## src/design/fixed_key_aes_tweak_hash_defines.svh

```systemverilog
// -----------------------------------------------------------------------------
// Assertion macros for the fixed-key AES tweak hash
// Shared concurrent assertion forms, clocked on the rising edge, reset masked.
// -----------------------------------------------------------------------------
`ifndef FIXED_KEY_AES_TWEAK_HASH_DEFINES_SVH
`define FIXED_KEY_AES_TWEAK_HASH_DEFINES_SVH

// Property holds in the same cycle as its antecedent.
`define FKA_ASSERT(lbl, clk, rstn, prop) \
  lbl: assert property (@(posedge clk) disable iff (!rstn) prop) \
    else $error("fka assertion failed");

// Consequent checked in the cycle after the antecedent.
`define FKA_ASSERT_NEXT(lbl, clk, rstn, ante, cons) \
  lbl: assert property (@(posedge clk) disable iff (!rstn) (ante) |=> (cons)) \
    else $error("fka assertion failed");

`endif

```

## src/design/fka_pkg.sv

```systemverilog
// -----------------------------------------------------------------------------
// fka_pkg
// Constants, S-box and round functions for the fixed-key AES tweak hash.
// -----------------------------------------------------------------------------
package fka_pkg;

  localparam int NumRounds = 10;
  localparam int NumCells  = NumRounds + 1;
  localparam int CfgIdxW   = 1;

  localparam logic [CfgIdxW-1:0] RegKeyHigh = 1'b0;
  localparam logic [CfgIdxW-1:0] RegKeyLow  = 1'b1;

  localparam logic [1:0] ModeInit  = 2'd0;
  localparam logic [1:0] ModeRound = 2'd1;
  localparam logic [1:0] ModeLast  = 2'd2;

  typedef struct packed {
    logic load;
    logic valid;
  } cell_ctl_t;

  typedef logic [NumCells-1:0][127:0] round_keys_t;

  localparam logic [7:0] Sbox [256] = '{
    8'h63,8'h7c,8'h77,8'h7b,8'hf2,8'h6b,8'h6f,8'hc5,8'h30,8'h01,8'h67,8'h2b,8'hfe,8'hd7,8'hab,8'h76,
    8'hca,8'h82,8'hc9,8'h7d,8'hfa,8'h59,8'h47,8'hf0,8'had,8'hd4,8'ha2,8'haf,8'h9c,8'ha4,8'h72,8'hc0,
    8'hb7,8'hfd,8'h93,8'h26,8'h36,8'h3f,8'hf7,8'hcc,8'h34,8'ha5,8'he5,8'hf1,8'h71,8'hd8,8'h31,8'h15,
    8'h04,8'hc7,8'h23,8'hc3,8'h18,8'h96,8'h05,8'h9a,8'h07,8'h12,8'h80,8'he2,8'heb,8'h27,8'hb2,8'h75,
    8'h09,8'h83,8'h2c,8'h1a,8'h1b,8'h6e,8'h5a,8'ha0,8'h52,8'h3b,8'hd6,8'hb3,8'h29,8'he3,8'h2f,8'h84,
    8'h53,8'hd1,8'h00,8'hed,8'h20,8'hfc,8'hb1,8'h5b,8'h6a,8'hcb,8'hbe,8'h39,8'h4a,8'h4c,8'h58,8'hcf,
    8'hd0,8'hef,8'haa,8'hfb,8'h43,8'h4d,8'h33,8'h85,8'h45,8'hf9,8'h02,8'h7f,8'h50,8'h3c,8'h9f,8'ha8,
    8'h51,8'ha3,8'h40,8'h8f,8'h92,8'h9d,8'h38,8'hf5,8'hbc,8'hb6,8'hda,8'h21,8'h10,8'hff,8'hf3,8'hd2,
    8'hcd,8'h0c,8'h13,8'hec,8'h5f,8'h97,8'h44,8'h17,8'hc4,8'ha7,8'h7e,8'h3d,8'h64,8'h5d,8'h19,8'h73,
    8'h60,8'h81,8'h4f,8'hdc,8'h22,8'h2a,8'h90,8'h88,8'h46,8'hee,8'hb8,8'h14,8'hde,8'h5e,8'h0b,8'hdb,
    8'he0,8'h32,8'h3a,8'h0a,8'h49,8'h06,8'h24,8'h5c,8'hc2,8'hd3,8'hac,8'h62,8'h91,8'h95,8'he4,8'h79,
    8'he7,8'hc8,8'h37,8'h6d,8'h8d,8'hd5,8'h4e,8'ha9,8'h6c,8'h56,8'hf4,8'hea,8'h65,8'h7a,8'hae,8'h08,
    8'hba,8'h78,8'h25,8'h2e,8'h1c,8'ha6,8'hb4,8'hc6,8'he8,8'hdd,8'h74,8'h1f,8'h4b,8'hbd,8'h8b,8'h8a,
    8'h70,8'h3e,8'hb5,8'h66,8'h48,8'h03,8'hf6,8'h0e,8'h61,8'h35,8'h57,8'hb9,8'h86,8'hc1,8'h1d,8'h9e,
    8'he1,8'hf8,8'h98,8'h11,8'h69,8'hd9,8'h8e,8'h94,8'h9b,8'h1e,8'h87,8'he9,8'hce,8'h55,8'h28,8'hdf,
    8'h8c,8'ha1,8'h89,8'h0d,8'hbf,8'he6,8'h42,8'h68,8'h41,8'h99,8'h2d,8'h0f,8'hb0,8'h54,8'hbb,8'h16
  };

  localparam logic [7:0] Rcon [NumRounds] = '{
    8'h01,8'h02,8'h04,8'h08,8'h10,8'h20,8'h40,8'h80,8'h1b,8'h36
  };

  function automatic logic [7:0] xtime(logic [7:0] x);
    return {x[6:0], 1'b0} ^ (x[7] ? 8'h1b : 8'h00);
  endfunction

  // SubBytes, ShiftRows and optionally MixColumns; byte j sits at bits 8j+7..8j.
  function automatic logic [127:0] aes_round(logic [127:0] s, logic mix);
    logic [7:0]   t [16];
    logic [127:0] o;
    logic [7:0]   a0, a1, a2, a3, all;
    for (int c = 0; c < 4; c++) begin
      for (int r = 0; r < 4; r++) begin
        t[r + 4*c] = Sbox[s[8*(r + 4*((c + r) & 3)) +: 8]];
      end
    end
    for (int c = 0; c < 4; c++) begin
      a0  = t[4*c];
      a1  = t[4*c+1];
      a2  = t[4*c+2];
      a3  = t[4*c+3];
      all = a0 ^ a1 ^ a2 ^ a3;
      if (mix) begin
        o[8*(4*c)   +: 8] = a0 ^ all ^ xtime(a0 ^ a1);
        o[8*(4*c+1) +: 8] = a1 ^ all ^ xtime(a1 ^ a2);
        o[8*(4*c+2) +: 8] = a2 ^ all ^ xtime(a2 ^ a3);
        o[8*(4*c+3) +: 8] = a3 ^ all ^ xtime(a3 ^ a0);
      end else begin
        o[8*(4*c)   +: 8] = a0;
        o[8*(4*c+1) +: 8] = a1;
        o[8*(4*c+2) +: 8] = a2;
        o[8*(4*c+3) +: 8] = a3;
      end
    end
    return o;
  endfunction

endpackage

```

## src/design/fka_key_expand.sv

```systemverilog
// -----------------------------------------------------------------------------
// fka_key_expand
// Key registers and round key schedule, one round key per cycle after a write or reset while no further write arrives.
// -----------------------------------------------------------------------------
module fka_key_expand import fka_pkg::*; (
  input  logic               clk_i,
  input  logic               rst_ni,
  input  logic               cfg_we_i,
  input  logic [CfgIdxW-1:0] cfg_idx_i,
  input  logic [63:0]        cfg_data_i,
  output logic               busy_o,
  output round_keys_t        round_keys_o
);

  logic [63:0]  key_high_q, key_low_q;
  logic         busy_q;
  logic [3:0]   cnt_q;
  logic [127:0] prev_q, next_key;
  round_keys_t  rk_q;

  function automatic logic [127:0] next_rk(logic [127:0] k, logic [7:0] rc);
    logic [31:0]  t;
    logic [127:0] o;
    t = {Sbox[k[103:96]], Sbox[k[127:120]], Sbox[k[119:112]],
         Sbox[k[111:104]] ^ rc};
    o[31:0]   = k[31:0]   ^ t;
    o[63:32]  = k[63:32]  ^ o[31:0];
    o[95:64]  = k[95:64]  ^ o[63:32];
    o[127:96] = k[127:96] ^ o[95:64];
    return o;
  endfunction

  assign next_key = next_rk(prev_q, Rcon[cnt_q - 4'd1]);

  always_ff @(posedge clk_i or negedge rst_ni) begin
    if (!rst_ni) begin
      key_high_q <= '0;
      key_low_q  <= '0;
      busy_q     <= 1'b1;
      cnt_q      <= '0;
    end else begin
      if (cfg_we_i) begin
        unique case (cfg_idx_i)
          RegKeyHigh: key_high_q <= cfg_data_i;
          RegKeyLow:  key_low_q  <= cfg_data_i;
          default:    ;
        endcase
        busy_q <= 1'b1;
        cnt_q  <= '0;
      end else if (busy_q) begin
        cnt_q <= cnt_q + 4'd1;
        if (cnt_q == 4'(NumRounds)) begin
          busy_q <= 1'b0;
        end
      end
    end
  end

  always_ff @(posedge clk_i) begin
    if (busy_q && !cfg_we_i) begin
      if (cnt_q == 4'd0) begin
        prev_q   <= {key_high_q, key_low_q};
        rk_q[0]  <= {key_high_q, key_low_q};
      end else begin
        prev_q       <= next_key;
        rk_q[cnt_q]  <= next_key;
      end
    end
  end

  assign busy_o       = busy_q;
  assign round_keys_o = rk_q;

endmodule
```

## config.mk

```make
export PLATFORM = sky130hd
export DESIGN_NAME = fka_key_expand
export DESIGN_NICKNAME = d
export VERILOG_FILES = /design/src/design/fixed_key_aes_tweak_hash_defines.svh /design/src/design/fka_pkg.sv /design/src/design/fka_key_expand.sv
export SDC_FILE = /design/constraint.sdc
export NUM_CORES = 2
export LEC_CHECK = 0
export ABC_AREA = 1
export BUFFER_PORTS_ARGS = -buffer_cell sky130_fd_sc_hd__buf_2
export CORE_AREA = 2 2 568 570
export DETAILED_ROUTE_END_ITERATION = 10
export DIE_AREA = 0 0 570 572
export PLACE_DENSITY_LB_ADDON = 0.3
export SLEW_MARGIN = 15
export SYNTH_ARGS = -nofsm -noshare
export SYNTH_HDL_FRONTEND = slang
export SYNTH_SLANG_ARGS = --single-unit
```

## constraint.sdc

```tcl
create_clock -name clk_i -period 19.4 [get_ports clk_i]
set_input_delay 0.97 -clock clk_i [delete_from_list [all_inputs] [get_ports clk_i]]
set_output_delay 0.97 -clock clk_i [all_outputs]
set_load 0.005 [all_outputs]
```

==> flow_summary.json <==
{
  "netlist_area_um2": 67970,
  "met1Wirelength_um": 130700,
  "clock_latency_ps": 870,
  "synth_area_per_cell_um2": 11.82,
  "final_nets": 7374,
  "slew_violations": 0,
  "drt_drc_violations_left": 0,
  "maxCapViolCount": 0,
  "ir_drop_mv": 0.07629,
  "regArea_um2": 49450,
  "placed_cells": 11250,
  "fin_skew_ps": 76.38,
  "routedWlPerCell_um": 26.96,
  "drt_iter0_drc": 5491,
  "grt_pass1_vias": 50947,
  "path_clk_slew_ps": 60,
  "worstPathCellList": "inv_1 -> ha_1 -> inv_1 -> nand2_1 -> nand2_1 -> nand2_1 -> nand3_1 -> nand3_1 -> nand3_1 -> nand3_1 -> nand3_1 -> nand2_1 -> nand2_1 -> nand2_1 -> nand2_1 -> nand3_1 -> nand2_1 -> nand2_1 -> nand2_1",
  "outcome": "completed",
  "tightest_slew_ps": 1099,
  "firstDrtPassIters": 7,
  "clockBufferDepth": 4,
  "synth_warnings": 0,
  "utilization_pct": 27.01,
  "power_density_nw_per_um2": 147.8,
  "report.final.setup_viol": 0,
  "cp_common_cell": "nand2_1",
  "synth.distinct_cells": 38,
  "grt_antenna_before_repair": 45,
  "crit_slowest_cell": "edfxtp_1",
  "die_h_um": 572,
  "cp_top_family": "simple AND/OR/NAND/NOR gates",
  "finalNonFillerCells": 11610,
  "ant_nets": 0,
  "core_area_um2": 319800,
  "cp-end-kind": "register",
  "finalCritPeriodShare_pct": 31.61,
  "ios": 1477,
  "timing.setup.tns_ps": 0,
  "cts.sinks": 1669,
  "max_stage_delay_ps": 850,
  "crit_fanout": 16,
  "path_class": "register to register",
  "syn_nets": 5881,
  "cts_buffers": 191,
  "synthMostInstantiatedCell": "edfxtp_1",
  "rsz0062_at_grt": "false",
  "crit_buf_inv": 2,
  "nFillCells": 33445,
  "rows": 208,
  "clock.fmax_mhz": 163.1,
  "layout-drive-gt1-share_pct": 26.29,
  "dr_wl_met2_um": 147100,
  "dieArea_um2": 326000,
  "finalHoldViolCount": 0,
  "cts_tree": "done",
  "yosysSeqAreaShare_pct": 72.76,
  "htreeDepth": 4,
  "portBuffers": 1476,
  "startpoint_type": "register",
  "netlist_top_cells_count": "edfxtp_1 (1536), nand2_1 (1399), nand3_1 (1189)",
  "critPathRequiredTime_ps": 20000,
  "async_reset_ff_share_pct": 7.969,
  "via_count": 52725,
  "p_leak_nw": 35.11,
  "die_width_um": 570,
  "syn_to_final_growth_pct": 27.12,
  "via_per_inst": 4.541,
  "ys.flop_type": "edfxtp_1",
  "multi_input_area_um2": 15730,
  "crit_arrival_ps": 6730,
  "synth_top_area_cell": "edfxtp_1",
  "syn_inst": 5751,
  "wirelength_um": 313000,
  "grt_use_total_pct": 18.32,
  "place_hpwl_um": 221700,
  "wl_met3_um": 26170,
  "overflow": 0,
  "globalplace.congestion": 0.9596,
  "hp-class": "input port to register",
  "relSlewSlack_pct": 26.65,
  "synthTopCellsByArea": "edfxtp_1 (68%), nand3_1 (8.8%), nand2_1 (7.7%), dfrtp_1 (4.9%), inv_1 (2.1%)",
  "start_util_pct": 21.25,
  "cts-root-buf": "clkbuf_16",
  "synth_top_area_share_pct": 67.86,
  "topRoutingLayerUsed": "met5",
  "grt_max_degree": 90,
  "synth-edff-count": 1536,
  "grt_pass1_wl_um": 422700,
  "fin_crit_ps": 6131,
  "synth-seq-cells": 1669
}
tightest hold or removal path, delay by kind of cell:
| family | cells | cell delay, ps |
|---|---|---|
| buf+inv | 2 | 160 |
| compound gates | 1 | 80 |
layer usage:
metal  global-route usage (%)  vias to the layer above
li1                         -                    23102
met5                        0                        -
met2                    30.20                     2712
met4                    5.131                       10
met1                    23.88                    26458
met3                    4.314                      443
cell families after synthesis:
logic type | Yosys count | synth area share (%)
xor+xnor | 6 | 0.07732
compound gates | 379 | 2.868
fa+ha+maj | 62 | 1.141
buf+inv | 683 | 4.223
simple gates | 2952 | 18.93
flops | 1669 | 72.76
sequential cells by signal, indices dropped and copies added (netlist names):
signal / count
prev_q: 128
round_keys_o: 1408
key_low_q: 64
busy_o: 1
key_high_q: 64
cnt_q: 4
path summary, 6_finish.rpt:
check | startpoint | to | slack, ps | cells after the start
hold / removal | cfg_data_i[24] | key_high_q[24] | 370 | 3
setup / recovery | prev_q[121] | prev_q[116] | 13270 | 19
hold reg to reg | key_low_q[52] | key_low_q[52] | 480 | 2
min in group asynchronous | rst_ni | key_low_q[4] | 660 | 2
setup reg to reg | prev_q[121] | prev_q[116] | 13270 | 19
max in group asynchronous | rst_ni | key_high_q[26] | 17500 | 3
stage by stage:
stage | setup WS [ps] | hold slack [ps] | cell area (um^2) | power (W)
floorplan | 2057 | 453.0 | 67970 | 0.007223
global placement | 13130 | 465.2 | 80140 | 0.009218
detailed placement | 13100 | 472.3 | 80140 | 0.009223
CTS | 13080 | 263.1 | 86370 | 0.01290
global route | 12820 | 292.2 | 86380 | 0.01337
finish | 13270 | 368.7 | 86400 | 0.01277
power breakdown:
group          switching [W]  internal, W  leakage, nW
registers           0.000117      0.00485         15.7
logic                0.00336     0.000808         16.4
clock network        0.00156      0.00207         3.01
placed cells by master, fill, tap and decap left out, types with 25 or more instances in the layout:
| cell | instances |
|---|---|
| a21oi_1 | 99 |
| buf_2 | 1475 |
| nand2_2 | 44 |
| nand2_1 | 1397 |
| buf_4 | 91 |
| clkinv_2 | 25 |
| ha_1 | 62 |
| nor2_1 | 254 |
| nand3_1 | 1189 |
| inv_1 | 384 |
| clkbuf_1 | 33 |
| clkbuf_16 | 193 |
| clkinv_1 | 40 |
| edfxtp_1 | 1536 |
| o21ai_0 | 247 |
| dfrtp_1 | 132 |
final cells by class:
cell class,instances,share of cell area [%]
flip-flops and latches,1669,57.24
multi-input cells,3399,18.21
repair buffers,1571,9.432
well taps,4200,6.082
clock buffers,229,5.781
inverters,412,1.804
clock inverters,117,1.421
diodes,13,0.03765
what timing repair did:
action                                  CTS  global route
gates resized for setup                   0             0
hold buffers                              1             0
endpoints found under the setup margin    0             0
setup buffers                             0             0
endpoints found under the hold margin    17             0
Power figures use the tool's default switching activity.
